===== src/rtl/core/mps_pkg.sv =====
// Package with the item types, codes and constants of the MAVLink packet segmenter.
`default_nettype none

package mps_pkg;

  typedef struct packed {
    logic       command;
    logic [7:0] data_byte;
  } item_t;

  typedef struct packed {
    logic [7:0] out_byte;
    logic       segment_last;
  } result_t;

  typedef enum logic [1:0] {
    KIND_NONE = 2'd0,
    KIND_JUNK = 2'd1,
    KIND_V1   = 2'd2,
    KIND_V2   = 2'd3
  } kind_t;

  localparam logic       CmdData  = 1'b0;
  localparam logic       CmdFlush = 1'b1;

  localparam logic [7:0] StxV1 = 8'hFE;
  localparam logic [7:0] StxV2 = 8'hFD;

  localparam int unsigned PosWidth   = 9;
  localparam int unsigned CountWidth = PosWidth + 1;

  localparam logic [CountWidth-1:0] JunkLimit      = CountWidth'(256);
  localparam logic [PosWidth-1:0]   V1Overhead     = PosWidth'(8);
  localparam logic [PosWidth-1:0]   V2Overhead     = PosWidth'(12);
  localparam logic [PosWidth-1:0]   SignatureBytes = PosWidth'(13);

  localparam int unsigned CfgAddrWidth = 3;
  localparam logic [0:0]  RegPacketiseEnable = 1'b0;

  localparam int unsigned FifoDepth   = 4;
  localparam int unsigned FifoPtrW    = 2;
  localparam int unsigned FifoCountW  = 3;

endpackage

`default_nettype wire


===== src/rtl/core/mavlink_packet_segmenter_unit.sv =====
// Top level of the MAVLink packet segmenter: framing logic, output queue and register port.
`default_nettype none

// Bytes pass through unchanged and in order; segment_last marks the end of each
// datagram-sized segment. One item is taken per cycle while the input is not stalled:
// its framing decision is made combinationally against the segment registers and its
// results, none to two, are written into a four-entry output queue. The queue stalls
// the input while fewer than two entries are free, so a sustained rate of one item per
// cycle holds as long as the result side takes one result per cycle; a start byte that
// closes a junk run, or a junk byte that reaches the limit behind a held byte, yields
// two results. The packetise_enable register sits at byte address 0; the user must
// write it only while the block is idle, and the block itself does not enforce this.
module mavlink_packet_segmenter_unit
  import mps_pkg::*;
(
  input  wire logic                    clk,
  input  wire logic                    rst,
  input  wire logic                    item_valid,
  output logic                         item_stall,
  input  wire item_t                   item,
  output logic                         result_valid,
  input  wire logic                    result_stall,
  output result_t                      result,
  input  wire logic                    psel,
  input  wire logic                    penable,
  input  wire logic                    pwrite,
  input  wire logic [CfgAddrWidth-1:0] paddr,
  input  wire logic [31:0]             pwdata,
  output logic [31:0]                  prdata,
  output logic                         pready
);

  logic                packetise_enable;
  logic                hold_valid;
  logic [7:0]          hold_byte;
  kind_t               segment_kind;
  logic [PosWidth-1:0] segment_position;
  logic [PosWidth-1:0] segment_target;

  logic                hold_valid_next;
  logic [7:0]          hold_byte_next;
  kind_t               segment_kind_next;
  logic [PosWidth-1:0] segment_position_next;
  logic [PosWidth-1:0] segment_target_next;

  result_t             fifo [FifoDepth];
  logic [FifoPtrW-1:0] wr_ptr;
  logic [FifoPtrW-1:0] rd_ptr;
  logic [FifoCountW-1:0] fifo_count;

  logic    r0_valid;
  logic    r1_valid;
  result_t r0;
  result_t r1;

  logic                  item_fire;
  logic                  result_fire;
  logic                  cfg_write;
  logic                  is_stx;
  logic                  in_junk;
  logic [CountWidth-1:0] junk_count;
  logic                  junk_done;
  logic [PosWidth-1:0]   target_len;
  logic [PosWidth-1:0]   target_sig;
  logic                  packet_done;
  logic [FifoCountW-1:0] push_count;

  assign pready    = 1'b1;
  assign cfg_write = psel && penable && pwrite && pready;
  assign prdata    = (paddr[CfgAddrWidth-1] == RegPacketiseEnable) ?
                     {31'd0, packetise_enable} : 32'd0;

  assign item_stall   = (fifo_count > FifoCountW'(FifoDepth - 2));
  assign item_fire    = item_valid && !item_stall;
  assign result_valid = (fifo_count != '0);
  assign result       = fifo[rd_ptr];
  assign result_fire  = result_valid && !result_stall;

  assign is_stx  = (item.data_byte == StxV1) || (item.data_byte == StxV2);
  assign in_junk = (segment_kind == KIND_JUNK) && hold_valid;

  assign junk_count = in_junk ? ({1'b0, segment_position} + CountWidth'(1)) : CountWidth'(1);
  assign junk_done  = (junk_count >= JunkLimit);

  assign target_len = (segment_position == PosWidth'(1)) ?
                      ({1'b0, item.data_byte} +
                       ((segment_kind == KIND_V1) ? V1Overhead : V2Overhead)) :
                      segment_target;
  assign target_sig = ((segment_position == PosWidth'(2)) && (segment_kind == KIND_V2) &&
                       item.data_byte[0]) ? (target_len + SignatureBytes) : target_len;
  assign packet_done = (target_sig != '0) &&
                       (({1'b0, segment_position} + CountWidth'(1)) >= {1'b0, target_sig});

  always_comb begin
    hold_valid_next       = hold_valid;
    hold_byte_next        = hold_byte;
    segment_kind_next     = segment_kind;
    segment_position_next = segment_position;
    segment_target_next   = segment_target;
    r0_valid              = 1'b0;
    r1_valid              = 1'b0;
    r0                    = '{out_byte: hold_byte, segment_last: 1'b0};
    r1                    = '{out_byte: item.data_byte, segment_last: 1'b0};
    priority if (item.command == CmdFlush) begin
      if (hold_valid) begin
        r0_valid              = 1'b1;
        r0.segment_last       = 1'b1;
        hold_valid_next       = 1'b0;
        segment_kind_next     = KIND_NONE;
        segment_position_next = '0;
      end
    end else if ((segment_kind == KIND_V1) || (segment_kind == KIND_V2)) begin
      r0_valid            = 1'b1;
      r0.out_byte         = item.data_byte;
      segment_target_next = target_sig;
      if (packet_done) begin
        r0.segment_last       = 1'b1;
        segment_kind_next     = KIND_NONE;
        segment_position_next = '0;
        segment_target_next   = '0;
      end else begin
        segment_position_next = segment_position + PosWidth'(1);
      end
    end else if (!packetise_enable) begin
      r0_valid              = hold_valid;
      hold_valid_next       = 1'b1;
      hold_byte_next        = item.data_byte;
      segment_kind_next     = KIND_JUNK;
      segment_position_next = '0;
    end else if (is_stx) begin
      if (in_junk) begin
        r0_valid        = 1'b1;
        r0.segment_last = 1'b1;
        r1_valid        = 1'b1;
      end else begin
        r0_valid    = 1'b1;
        r0.out_byte = item.data_byte;
      end
      hold_valid_next       = 1'b0;
      segment_kind_next     = (item.data_byte == StxV1) ? KIND_V1 : KIND_V2;
      segment_position_next = PosWidth'(1);
      segment_target_next   = '0;
    end else begin
      if (in_junk) begin
        r0_valid = 1'b1;
        r1_valid = junk_done;
        r1.segment_last = 1'b1;
      end else begin
        r0_valid        = junk_done;
        r0.out_byte     = item.data_byte;
        r0.segment_last = 1'b1;
      end
      if (junk_done) begin
        hold_valid_next       = 1'b0;
        segment_kind_next     = KIND_NONE;
        segment_position_next = '0;
      end else begin
        hold_valid_next       = 1'b1;
        hold_byte_next        = item.data_byte;
        segment_kind_next     = KIND_JUNK;
        segment_position_next = junk_count[PosWidth-1:0];
      end
    end
  end

  assign push_count = item_fire ? (FifoCountW'(r0_valid) + FifoCountW'(r1_valid)) : '0;

  always_ff @(posedge clk) begin
    if (rst) begin
      packetise_enable <= 1'b0;
      hold_valid       <= 1'b0;
      hold_byte        <= '0;
      segment_kind     <= KIND_NONE;
      segment_position <= '0;
      segment_target   <= '0;
      wr_ptr           <= '0;
      rd_ptr           <= '0;
      fifo_count       <= '0;
    end else begin
      if (cfg_write && (paddr[CfgAddrWidth-1] == RegPacketiseEnable)) begin
        packetise_enable <= pwdata[0];
      end
      if (item_fire) begin
        hold_valid       <= hold_valid_next;
        hold_byte        <= hold_byte_next;
        segment_kind     <= segment_kind_next;
        segment_position <= segment_position_next;
        segment_target   <= segment_target_next;
      end
      wr_ptr     <= wr_ptr + push_count[FifoPtrW-1:0];
      rd_ptr     <= rd_ptr + FifoPtrW'(result_fire);
      fifo_count <= fifo_count + push_count - FifoCountW'(result_fire);
    end
  end

  always_ff @(posedge clk) begin
    if (item_fire && r0_valid) begin
      fifo[wr_ptr] <= r0;
    end
    if (item_fire && r1_valid) begin
      fifo[wr_ptr + FifoPtrW'(1)] <= r1;
    end
  end

  // The queue never holds more entries than it has.
  assert property (@(posedge clk) disable iff (rst)
    fifo_count <= FifoCountW'(FifoDepth))
    else $error("output queue overflow");

  // A byte is held exactly while a junk or raw run is open.
  assert property (@(posedge clk) disable iff (rst)
    hold_valid == (segment_kind == KIND_JUNK))
    else $error("hold register out of step with segment kind");

  // An open packet always has a position past its start byte.
  assert property (@(posedge clk) disable iff (rst)
    ((segment_kind == KIND_V1) || (segment_kind == KIND_V2)) |-> (segment_position != '0))
    else $error("packet segment open at position zero");

  // A second result in one item is only pushed behind a first one.
  assert property (@(posedge clk) disable iff (rst)
    (item_fire && r1_valid) |-> r0_valid)
    else $error("second result without a first");

endmodule

`default_nettype wire


===== config.mk =====
export PLATFORM = sky130hd
export DESIGN_NAME = mavlink_packet_segmenter_unit
export DESIGN_NICKNAME = d
export VERILOG_FILES = /design/src/rtl/core/mps_pkg.sv /design/src/rtl/core/mavlink_packet_segmenter_unit.sv
export SDC_FILE = /design/constraint.sdc
export NUM_CORES = 1
export LEC_CHECK = 0
export BUFFER_PORTS_ARGS = -buffer_cell sky130_fd_sc_hd__buf_2
export CAP_MARGIN = 20
export CORE_MARGIN = 10
export CORE_UTILIZATION = 25
export CTS_BUF_LIST = sky130_fd_sc_hd__clkbuf_8
export CTS_CLUSTER_DIAMETER = 80
export DETAILED_ROUTE_END_ITERATION = 16
export GPL_TIMING_DRIVEN = 0
export PLACE_DENSITY_LB_ADDON = 0.15
export SYNTH_ARGS = -nofsm -noshare
export SYNTH_HDL_FRONTEND = slang
export SYNTH_SLANG_ARGS = --single-unit

===== constraint.sdc =====
create_clock -name clk -period 5.45 [get_ports clk]
set_input_delay 1.09 -clock clk [delete_from_list [all_inputs] [get_ports clk]]
set_output_delay 1.09 -clock clk [all_outputs]
set_load 0.02 [all_outputs]

Word level (Yosys, flattened, before mapping)

Memories as Yosys holds them, arrays and structs flattened. A register that Yosys moved wholly into a read port is not among the register bits.
Cells that the tools add are included.

Memory bits (writable): 36
Memories: 1
Flip-flop bits (word level): 37
Output and inout bits: 44

Eq/ne operators: 12
Magnitude comparators: 3
Add/subtract/negate cells: 10
Reduce and logical (&&, ||, !) cells: 24
Bitwise operators: 3
Muxes and demuxes: 62

Memories:

| memory | depth | width | read ports | clocked after memory_dff | write ports | RTL line                            | RTL |
|---|---|---|---|---|---|---|---|
| fifo   | 4     | 9     | 1          | 1                        | 2           | mavlink_packet_segmenter_unit.sv:46 | `result_t fifo [FifoDepth];` |

Operators with widths:

| operator             | number |
|---|---|
| $mux 9               | 17 |
| $mux 8               | 5 |
| $mux 1               | 30 |
| $eq 8x8->1 const B   | 2 |
| $mux 2               | 8 |
| $logic_and 1x1->1    | 11 |
| $add 9x1->10 const B | 1 |
| $ge 10x9->1          | 1 |
| $ge 10x9->1 const B  | 1 |
| $mux 10              | 1 |
| $add 8x4->9          | 1 |
| $add 9x1->9 const B  | 1 |
| $add 9x4->9 const B  | 1 |
| $eq 9x1->1 const B   | 1 |
| $eq 9x2->1 const B   | 1 |
| $reduce_bool 9->1    | 1 |
| $ne 2x2->1 const B   | 3 |
| $reduce_and 5->1     | 1 |
| $eq 2x2->1 const B   | 2 |
| $reduce_and 2->1     | 2 |
| $reduce_and 4->1     | 1 |
| $reduce_bool 2->1    | 2 |
| $add 3x2->3          | 1 |
| $gt 3x2->1 const B   | 1 |
| other kinds (14)     | 18 |

Depth between registers and ports, before layout

Gate-level depths: netlist of run 1.

Word-level depth: 13
Depth in mapped cells: 20
Mapped depth without buffers: 19

Least setup slack after synthesis of run 1

OpenSTA, ideal clock, no wires.

Path kind: register -> register
Start point: register segment_position[0]
End point: memory fifo[0][0] (netlist name), data pin
Path slack: 1.356 ns
Cell stages (with the launch flop): 18
Data required time: 5.179 ns
Arrival: 3.823 ns
Cell sequence: dfxtp_1 -> ha_1 -> or4b_2 -> nor2_1 -> o21ai_0 -> ha_1 -> nor3b_1 -> nand3_1 -> nand4bb_4 -> nor2_1 -> xor2_1 -> ha_1 -> a21oi_1 -> o21ai_0 -> a31oi_1 -> nor3_1 -> a221oi_2 -> mux2i_1

RTL lines:

| element                  | RTL line                             | RTL |
|---|---|---|
| start: declaration       | mavlink_packet_segmenter_unit.sv:37  | `logic [PosWidth-1:0] segment_position;` |
| start signal: assignment | mavlink_packet_segmenter_unit.sv:187 | `segment_position <= segment_position_next;` |
| end: declaration         | mavlink_packet_segmenter_unit.sv:46  |  |

==> impl_metrics.env, run 1 <==
export IMPL_outcome="finished, final reports clean"
export IMPL_antenna_found_initial=0
export IMPL_end_kind="flip-flop"
export IMPL_clock_latency_ns=0.37
export IMPL_clk_pin_slew_worst_paths_ns=0.09
export IMPL_num_io_pins=95
export IMPL_critPathKind="flip-flop to flip-flop"
export IMPL_die_area_um2=25300
export IMPL_p_total_uw=1610
export IMPL_placed_cell_area_um2=5410
export IMPL_fin_tns_setup_ns=0
export IMPL_drc_errors=0
export IMPL_cts_tree="done"
export IMPL_root_buffer="clkbuf_8"
export IMPL_netlist_instances=484
export IMPL_cts_buffer_depth=2
export IMPL_finClkSkew_ns=0.00996
export IMPL_p_leak_uw=0.00227
export IMPL_grt_max_degree=16
export IMPL_maxCapViolCount=0
export IMPL_floorplan_initialDensity=0.256
export IMPL_ir_drop_uv=90.9
export IMPL_globalplace_congestion=0.840
export IMPL_antenna_left=0
export IMPL_antenna_cells=0
export IMPL_finalNetCount=624
export IMPL_viasPerCell=4.44
export IMPL_hold_path_depth=2
export IMPL_grt_setup_unrepaired="no"
export IMPL_stdcell_area_um2=5600
export IMPL_yosys_register_bits=73
export IMPL_cts_max_level=3
export IMPL_seq_area_frac_synth=0.376
export IMPL_grt_use_total=0.0995
export IMPL_finalHoldViolations=0
export IMPL_finalCriticalPeriod_ns=5.08
export IMPL_dp_hpwl_mm=9.45
export IMPL_fp_dieH_um=159
export IMPL_maxSlewHeadroom=0.337
export IMPL_core_um2=18900
export IMPL_drive_above_1_share=0.240
export IMPL_synth_area_um2=4840
export IMPL_place_inst=799
export IMPL_avgSynthCellArea_um2=10.0
export IMPL_reg2reg_depth=17
export IMPL_fin_crit_sh=0.933
export IMPL_fill_cells=2056
export IMPL_drt_iter0_drc=206
export IMPL_hold_class="flip-flop to flip-flop"
export IMPL_cts_setup_buffers=0
export IMPL_instances_no_fill=815
export IMPL_ys_async_sr_fraction=0
export IMPL_synth_ff_type="dfxtp_1"
export IMPL_clock_sinks=73
export IMPL_grt_pass1_wl_mm=20.4
export IMPL_cts_made_buffers=9
export IMPL_crit_required_ns=5.55
export IMPL_startpoint_type="flip-flop"
export IMPL_area_growth_pct=15.6
export IMPL_place_ws_ns=0.438
export IMPL_wl_mm=12.5
export IMPL_timing_final_max_slew_violations=0
export IMPL_setup_violations=0
export IMPL_wl_per_cell_um=15.4
export IMPL_power_density_nw_per_um2=287
export IMPL_setup_ws_ns=0.367
export IMPL_dr_pass1_iters=4
export IMPL_vias=3619
export IMPL_synth_edff_count=36
export IMPL_grt_overflow=0
export IMPL_max_freq_mhz=197
export IMPL_tightest_slew_ns=0.992
export IMPL_ys_warn_count=0
export IMPL_synthDistinctLibCells=66
export IMPL_fp_dieW_um=159
export IMPL_grt_pass1_vias=3647
export IMPL_cp_data_arrival_time_ns=5.19
export IMPL_path_max_fanout=6
export IMPL_rows=50
export IMPL_port_buffers=24
-- synthesized netlist by cell type, types with 2 or more instances --
| library cell | n | area, um^2 |
|---|---|---|
| a21o_1 | 7 | 52.6 |
| or4b_2 | 2 | 20.0 |
| inv_1 | 19 | 71.3 |
| a211oi_1 | 6 | 45.0 |
| a22o_1 | 5 | 43.8 |
| nand2_1 | 39 | 146 |
| a21oi_1 | 12 | 60.1 |
| o22ai_1 | 2 | 12.5 |
| and2_1 | 5 | 31.3 |
| buf_4 | 32 | 240 |
| dfxtp_1 | 37 | 741 |
| nor2_1 | 29 | 109 |
| xor2_1 | 7 | 61.3 |
| a31oi_1 | 6 | 37.5 |
| or3_1 | 4 | 25.0 |
| edfxtp_1 | 36 | 1080 |
| nor4_1 | 2 | 12.5 |
| nand2b_1 | 5 | 31.3 |
| nor2b_1 | 9 | 56.3 |
| nand4_1 | 3 | 18.8 |
| o21ai_0 | 25 | 125 |
| nand3_1 | 13 | 65.1 |
| xnor2_1 | 14 | 123 |
| nand3b_1 | 3 | 22.5 |
| o21bai_1 | 3 | 22.5 |
| o211ai_1 | 2 | 15.0 |
| mux2i_1 | 20 | 200 |
| clkbuf_1 | 23 | 86.3 |
| mux4_2 | 9 | 203 |
| ha_1 | 22 | 275 |
| conb_1 | 2 | 7.51 |
| nor3b_1 | 2 | 15.0 |
| nor3_1 | 11 | 55.1 |
| and3_1 | 3 | 18.8 |
| mux2_2 | 34 | 383 |
-- cell type report --
cell class,count,area [um^2],share of cell area
multi-input combinational,364,2720,0.486
sequential,73,1820,0.326
buffer,58,348,0.0622
tap,260,325,0.0581
timing repair buffer,25,128,0.0228
clock buffer,9,124,0.0221
inverter,19,71.3,0.0127
clock inverter,7,60.1,0.0107
-- worst paths after layout --
check / startpoint / endpoint / slack, ns
setup / recovery: segment_position[0] / fifo[0][0] / 0.37
hold / removal: segment_target[7] / segment_target[7] / 0.46
setup reg to reg: segment_position[0] / fifo[0][0] / 0.37
hold reg to reg: segment_target[7] / segment_target[7] / 0.46
-- metal layers --
metal  global-route usage  part of all wire  up-vias
met4               0.0312             0.011        0
met5                    0                 0        -
met1                0.120              0.45     1728
met3               0.0207             0.032       11
met2                0.173              0.50       62
li1                     -                 -     1818
-- cells in the final DEF, fill, tap and decap left out, drive strengths merged, types with 5 or more instances in the layout --
| cell | n |
|---|---|
| xnor2 | 14 |
| conb | 32 |
| clkbuf | 33 |
| nor2b | 9 |
| a21o | 7 |
| inv | 23 |
| dfxtp | 37 |
| and2 | 5 |
| o21ai | 26 |
| a22o | 5 |
| nand2b | 5 |
| mux2 | 34 |
| xor2 | 8 |
| buf | 59 |
| mux2i | 20 |
| nor2 | 29 |
| nand2 | 39 |
| a211oi | 6 |
| mux4 | 9 |
| edfxtp | 36 |
| nor3 | 11 |
| a21oi | 12 |
| a31oi | 6 |
| nand3 | 13 |
| ha | 22 |
-- state kept, by name, summed over array words and instances, names as in the netlist --
register	cells
packetise_enable	1
wr_ptr	2
fifo	36
rd_ptr	2
segment_position	9
fifo_count	3
hold_byte	8
segment_target	9
hold_valid	1
segment_kind	2
-- kinds of logic (layout without fill, tap and decap cells) --
group	count (synthesis)	count (layout)	share of synthesized area
XOR/XNOR	22	22	0.0414
other	2	32	0.00155
buffers and inverters	77	118	0.0866
flip-flops	73	73	0.376
AO/OA/AOI/OAI	83	83	0.115
adder cells (fa/ha/maj)	23	23	0.0610
multiplexers	63	63	0.162
AND/OR/NAND/NOR	141	141	0.156
-- where the power goes --
group / internal, uW / switching, uW
Combinational: 239 / 311
Sequential: 620 / 26.9
Clock: 173 / 239
Total: 1030 / 577
-- stage by stage --
step,util,hold WS (ns)
CTS,0.296,0.467
detailed placement,0.286,0.447
global placement,0.286,0.445
finish,0.296,0.462
floorplan,-,0.425
global route,0.296,0.497
-- what timing repair did --
item                                   in CTS  in global routing
setup endpoints to repair                   0                  3
endpoints found under the hold margin       0                  0
hold buffers                                0                  0
resized for setup                           0                  1
-- worst max-delay path: stages, from the launching register on --
cell	delay, ns
dfxtp_1	0.47
ha_1	0.31
or4b_2	0.68
nor2_1	0.41
o21ai_0	0.16
ha_1	0.32
nor3b_1	0.28
nand3_1	0.19
nand4bb_4	0.20
nor2_1	0.07
xor2_1	0.28
ha_1	0.30
a21oi_1	0.13
o21ai_0	0.10
a31oi_1	0.32
nor3_1	0.14
a221oi_2	0.32
mux2i_1	0.14
Power figures use the tool's default switching activity.
==> run 2, diff against run 1 <==
--- a/config.mk
+++ b/config.mk
@@ -14,6 +14,7 @@
 export DETAILED_ROUTE_END_ITERATION = 16
 export GPL_TIMING_DRIVEN = 0
 export PLACE_DENSITY_LB_ADDON = 0.15
+export REMOVE_ABC_BUFFERS = 1
 export SYNTH_ARGS = -nofsm -noshare
 export SYNTH_HDL_FRONTEND = slang
 export SYNTH_SLANG_ARGS = --single-unit
==> impl_metrics.env, run 2 (synthesis gave the netlist of run 1 again) <==
export IMPL_outcome="finished, final reports clean"
export IMPL_startpoint_type="flip-flop"
export IMPL_dr_pass1_iters=4
export IMPL_critPathKind="flip-flop to flip-flop"
export IMPL_grt_overflow=0
export IMPL_final_common_cell="nand2_1"
export IMPL_root_buffer="clkbuf_8"
export IMPL_num_io_pins=95
export IMPL_wl_per_cell_um=16.2
export IMPL_p_leak_uw=0.00209
export IMPL_floorplan_initialDensity=0.256
export IMPL_die_area_um2=25300
export IMPL_fp_dieW_um=159
export IMPL_min_delay_start="segment_target[7]"
export IMPL_end_kind="flip-flop"
export IMPL_fp_dieH_um=159
export IMPL_finalNetCount=575
export IMPL_antenna_left=0
export IMPL_finClkSkew_ns=0.0112
export IMPL_port_buffers=29
export IMPL_power_density_nw_per_um2=300
export IMPL_max_freq_mhz=199
export IMPL_grt_setup_unrepaired="no"
export IMPL_setup_violations=0
export IMPL_cts_tree="done"
export IMPL_clk_pin_slew_worst_paths_ns=0.09
export IMPL_ir_drop_uv=106
export IMPL_regMostFlops="fifo"
export IMPL_maxSlewHeadroom=0.446
export IMPL_fin_util=0.283
export IMPL_area_growth_pct=10.3
export IMPL_rows=50
export IMPL_viasPerCell=4.51
export IMPL_crit_required_ns=5.55
export IMPL_largest_register_ffs=36
export IMPL_finalCriticalPeriod_ns=5.02
export IMPL_final_cell_mix="39 x nand2_1, 37 x dfxtp_1, 36 x edfxtp_1, 34 x mux2_2, 32 x conb_1"
export IMPL_clock_latency_ns=0.38
export IMPL_vias=3452
export IMPL_fin_crit_sh=0.921
export IMPL_grt_pass1_vias=3657
export IMPL_clock_sinks=73
export IMPL_antenna_found_initial=0
export IMPL_finalHoldViolations=0
export IMPL_drc_errors=0
export IMPL_cts_made_buffers=9
export IMPL_cts_buffer_depth=2
export IMPL_startpoint="segment_position[0]"
export IMPL_drive_above_1_share=0.217
export IMPL_globalplace_congestion=0.836
export IMPL_cts_max_level=3
export IMPL_grt_pass1_wl_mm=20.2
export IMPL_hold_class="flip-flop to flip-flop"
export IMPL_place_inst=746
export IMPL_dp_hpwl_mm=9.08
export IMPL_core_um2=18900
export IMPL_tightest_slew_ns=0.819
export IMPL_largestRegisters="fifo: 36 flops, segment_position: 9 flops, segment_target: 9 flops"
export IMPL_maxCapViolCount=0
export IMPL_cp_data_arrival_time_ns=5.12
export IMPL_hold_worst_slack_ns=0.467
export IMPL_path_max_fanout=13
export IMPL_grt_max_degree=26
export IMPL_timing_final_max_slew_violations=0
export IMPL_wl_mm=12.4
export IMPL_drt_iter0_drc=161
export IMPL_instances_no_fill=766
export IMPL_grt_use_total=0.0998
export IMPL_antenna_cells=0
export IMPL_reg2reg_from="segment_position[0]"
-- run 2: layout make-up --
type	count	area, um^2
fill	2060	13600
tap	260	325
timing repair buffer	34	186
inverter	19	71.3
sequential	73	1820
clock buffer	9	124
clock inverter	7	62.6
multi-input combinational	364	2750
-- run 2: timing repair --
item / in CTS / in global routing
hold buffers: 0 / 0
resized for setup: 1 / 5
pin swaps: 0 / 1
setup endpoints to repair: 5 / 21
buffers inserted: 0 / 3
-- run 2: critical path, cell delays in order, from the launching register on --
cell       delay [ns]
dfxtp_1          0.53
ha_4             0.28
or4b_2           0.67
nor2_2           0.28
o21ai_0          0.13
ha_1             0.31
nor3b_1          0.31
nand3_1          0.20
nand4bb_4        0.19
nor2_1           0.07
xor2_1           0.27
ha_1             0.30
a21oi_1          0.12
o21ai_0          0.11
a31oi_2          0.31
nor3_1           0.13
a221oi_2         0.35
mux2i_1          0.17
-- run 2: final timing paths --
path	cells past startpoint	slack, ns	end
worst min register to register	2	0.47	segment_target[7]
worst min-delay path	2	0.47	segment_target[7]
worst max register to register	17	0.43	fifo[0][0]
worst max-delay path	17	0.43	fifo[0][0]
-- run 2: per-stage QoR --
| step | worst slack (ns) | instance area, um^2 | total power, uW | TNS [ns] |
|---|---|---|---|---|
| 2_1_floorplan | 1.17 | 4610 | 1040 | 0 |
| 3_3_place_gp | -0.0516 | 5080 | 1180 | -0.243 |
| 3_5_place_dp | -0.00769 | 5090 | 1190 | -0.0284 |
| 4_1_cts | 0.0937 | 5280 | 1630 | 0 |
| 5_1_grt | 0.0478 | 5340 | 1720 | 0 |
| 6_report | 0.429 | 5340 | 1600 | 0 |
-- run 2: power breakdown --
part	switching, uW	internal, uW	total [uW]
combinational	280	225	505
sequential	54.3	620	674
clock	248	174	423
-- run 2: routing by layer --
metal	GRT usage	vias to the layer above	share of wire
li1	-	1724	-
met1	0.119	1655	0.46
met2	0.173	61	0.50
met3	0.0266	12	0.029
met4	0.0278	0	0.014
met5	0	-	0
==> run 3, diff against run 2 <==
--- a/config.mk
+++ b/config.mk
@@ -7,6 +7,7 @@
 export LEC_CHECK = 0
 export BUFFER_PORTS_ARGS = -buffer_cell sky130_fd_sc_hd__buf_2
 export CAP_MARGIN = 20
+export CORE_ASPECT_RATIO = 0.5
 export CORE_MARGIN = 10
 export CORE_UTILIZATION = 25
 export CTS_BUF_LIST = sky130_fd_sc_hd__clkbuf_8
==> constraint.sdc (replaced) <==
create_clock -name clk -period 5.9 [get_ports clk]
set_input_delay 1.18 -clock clk [delete_from_list [all_inputs] [get_ports clk]]
set_output_delay 1.18 -clock clk [all_outputs]
set_load 0.02 [all_outputs]
==> impl_metrics.env, run 3 (synthesis gave the netlist of run 1 again) <==
export IMPL_drive_above_1_share=0.201
export IMPL_outcome="finished, final reports clean"
export IMPL_p_total_uw=1530
export IMPL_ctsHoldBuffers=0
export IMPL_dr_pass1_iters=4
export IMPL_cp_data_arrival_time_ns=5.47
export IMPL_drt_iter0_drc=147
export IMPL_p_comb_frac=0.303
export IMPL_fp_dieH_um=118
export IMPL_maxSlewHeadroom=0.335
export IMPL_cts_tree="done"
export IMPL_fp_dieW_um=217
export IMPL_num_io_pins=95
export IMPL_fin_tns_setup_ns=0
export IMPL_end_kind="flip-flop"
export IMPL_finalHoldViolations=0
export IMPL_drc_errors=0
export IMPL_startpoint_type="flip-flop"
export IMPL_clk_pin_slew_worst_paths_ns=0.08
export IMPL_wl_per_cell_um=16.1
export IMPL_place_inst=745
export IMPL_power_density_nw_per_um2=288
export IMPL_fill_cells=1993
export IMPL_setup_violations=0
export IMPL_timing_final_max_slew_violations=0
export IMPL_grt_pass1_vias=3497
export IMPL_finClkSkew_ns=0.00991
export IMPL_tightest_slew_ns=0.995
export IMPL_cts_setup_buffers=0
export IMPL_antenna_left=0
export IMPL_final_common_cell="nand2_1"
export IMPL_finalNetCount=571
export IMPL_pwr_share_clk=0.290
export IMPL_cts_buffer_depth=2
export IMPL_path_max_fanout=13
export IMPL_port_buffers=29
export IMPL_antenna_found_initial=0
export IMPL_max_freq_mhz=186
export IMPL_core_um2=18700
export IMPL_cts_made_buffers=9
export IMPL_reg2reg_depth=17
export IMPL_pwr_share_seq=0.407
export IMPL_floorplan_initialDensity=0.259
export IMPL_maxCapViolCount=0
export IMPL_power_switching_uw=514
export IMPL_fin_crit_sh=0.913
export IMPL_antenna_cells=0
export IMPL_crit_required_ns=5.98
export IMPL_viasPerCell=4.48
export IMPL_vias=3406
export IMPL_root_buffer="clkbuf_8"
export IMPL_finalCriticalPeriod_ns=5.39
export IMPL_clock_sinks=73
export IMPL_area_growth_pct=9.64
export IMPL_grt_use_total=0.0955
export IMPL_p_int_uw=1010
export IMPL_largestRegisters="fifo: 36 flops, segment_position: 9 flops, segment_target: 9 flops"
export IMPL_grt_max_degree=26
export IMPL_die_area_um2=25700
export IMPL_globalplace_congestion=0.777
export IMPL_largest_register_ffs=36
export IMPL_ctsResizeCount=0
export IMPL_p_leak_uw=0.00210
export IMPL_wl_mm=12.3
export IMPL_instances_no_fill=761
export IMPL_hold_path_depth=2
export IMPL_rows=35
export IMPL_sw_frac_of_total=0.337
export IMPL_grt_overflow=0
export IMPL_hold_class="flip-flop to flip-flop"
export IMPL_ir_drop_uv=124
export IMPL_grt_pass1_wl_mm=19.7
export IMPL_final_cell_mix="39 x nand2_1, 37 x dfxtp_1, 36 x edfxtp_1, 34 x mux2_2, 32 x conb_1"
export IMPL_clock_latency_ns=0.35
export IMPL_critPathKind="flip-flop to flip-flop"
export IMPL_dp_hpwl_mm=8.84
export IMPL_cts_max_level=3
export IMPL_regMostFlops="fifo"
## run 3: cell type report
cell class	instances	area (um^2)	share of cell area
Multi-Input combinational cell	364	2720	0.512
Sequential cell	73	1820	0.343
Tap cell	259	324	0.0611
Timing Repair Buffer	30	153	0.0288
Clock buffer	9	124	0.0233
Clock inverter	7	93.8	0.0177
Inverter	19	71.3	0.0134
## run 3: critical path, stage by stage (launching register included)
cell and delay, ns:
dfxtp_1 0.49, ha_1 0.50, or4b_2 0.68, nor2_1 0.37, o21ai_0 0.15, ha_1 0.31, nor3b_1 0.27, nand3_1 0.19
nand4bb_4 0.19, nor2_1 0.07, xor2_1 0.29, ha_1 0.31, a21oi_1 0.12, o21ai_0 0.12, a31oi_1 0.43, nor3_1 0.15
a221oi_2 0.33, mux2i_1 0.15
## run 3: final timing paths
kind	startpoint	endpoint	slack, ns
worst max register to register	segment_position[0]	fifo[0][0]	0.51
worst min register to register	segment_target[6]	segment_target[6]	0.47
worst max-delay path	segment_position[0]	fifo[0][0]	0.51
worst min-delay path	segment_target[6]	segment_target[6]	0.47
## run 3: layer usage
metal | up-vias | track usage | wire [um]
met4 | 0 | 0.0239 | 109
met2 | 73 | 0.158 | 5690
met1 | 1610 | 0.121 | 5900
met5 | - | 0 | 0
met3 | 9 | 0.0255 | 570
li1 | 1714 | - | -
## run 3: power groups by stage
| stage | combinational (uW) | sequential (uW) | clock (uW) |
|---|---|---|---|
| floorplan | 345 | 617 | 0 |
| global placement | 461 | 637 | 0 |
| detailed placement | 463 | 636 | 0 |
| CTS | 467 | 624 | 461 |
| global route | 517 | 631 | 476 |
| finish | 463 | 622 | 442 |
## run 3: metrics by stage
stage | setup WS (ns) | instance area (um^2) | utilization | hold WS, ns
floorplan | 1.62 | 4610 | - | 0.425
global placement | 0.308 | 5070 | 0.271 | 0.438
detailed placement | 0.333 | 5080 | 0.272 | 0.444
CTS | 0.291 | 5300 | 0.283 | 0.465
global route | -0.0126 | 5310 | 0.284 | 0.491
finish | 0.513 | 5310 | 0.284 | 0.466
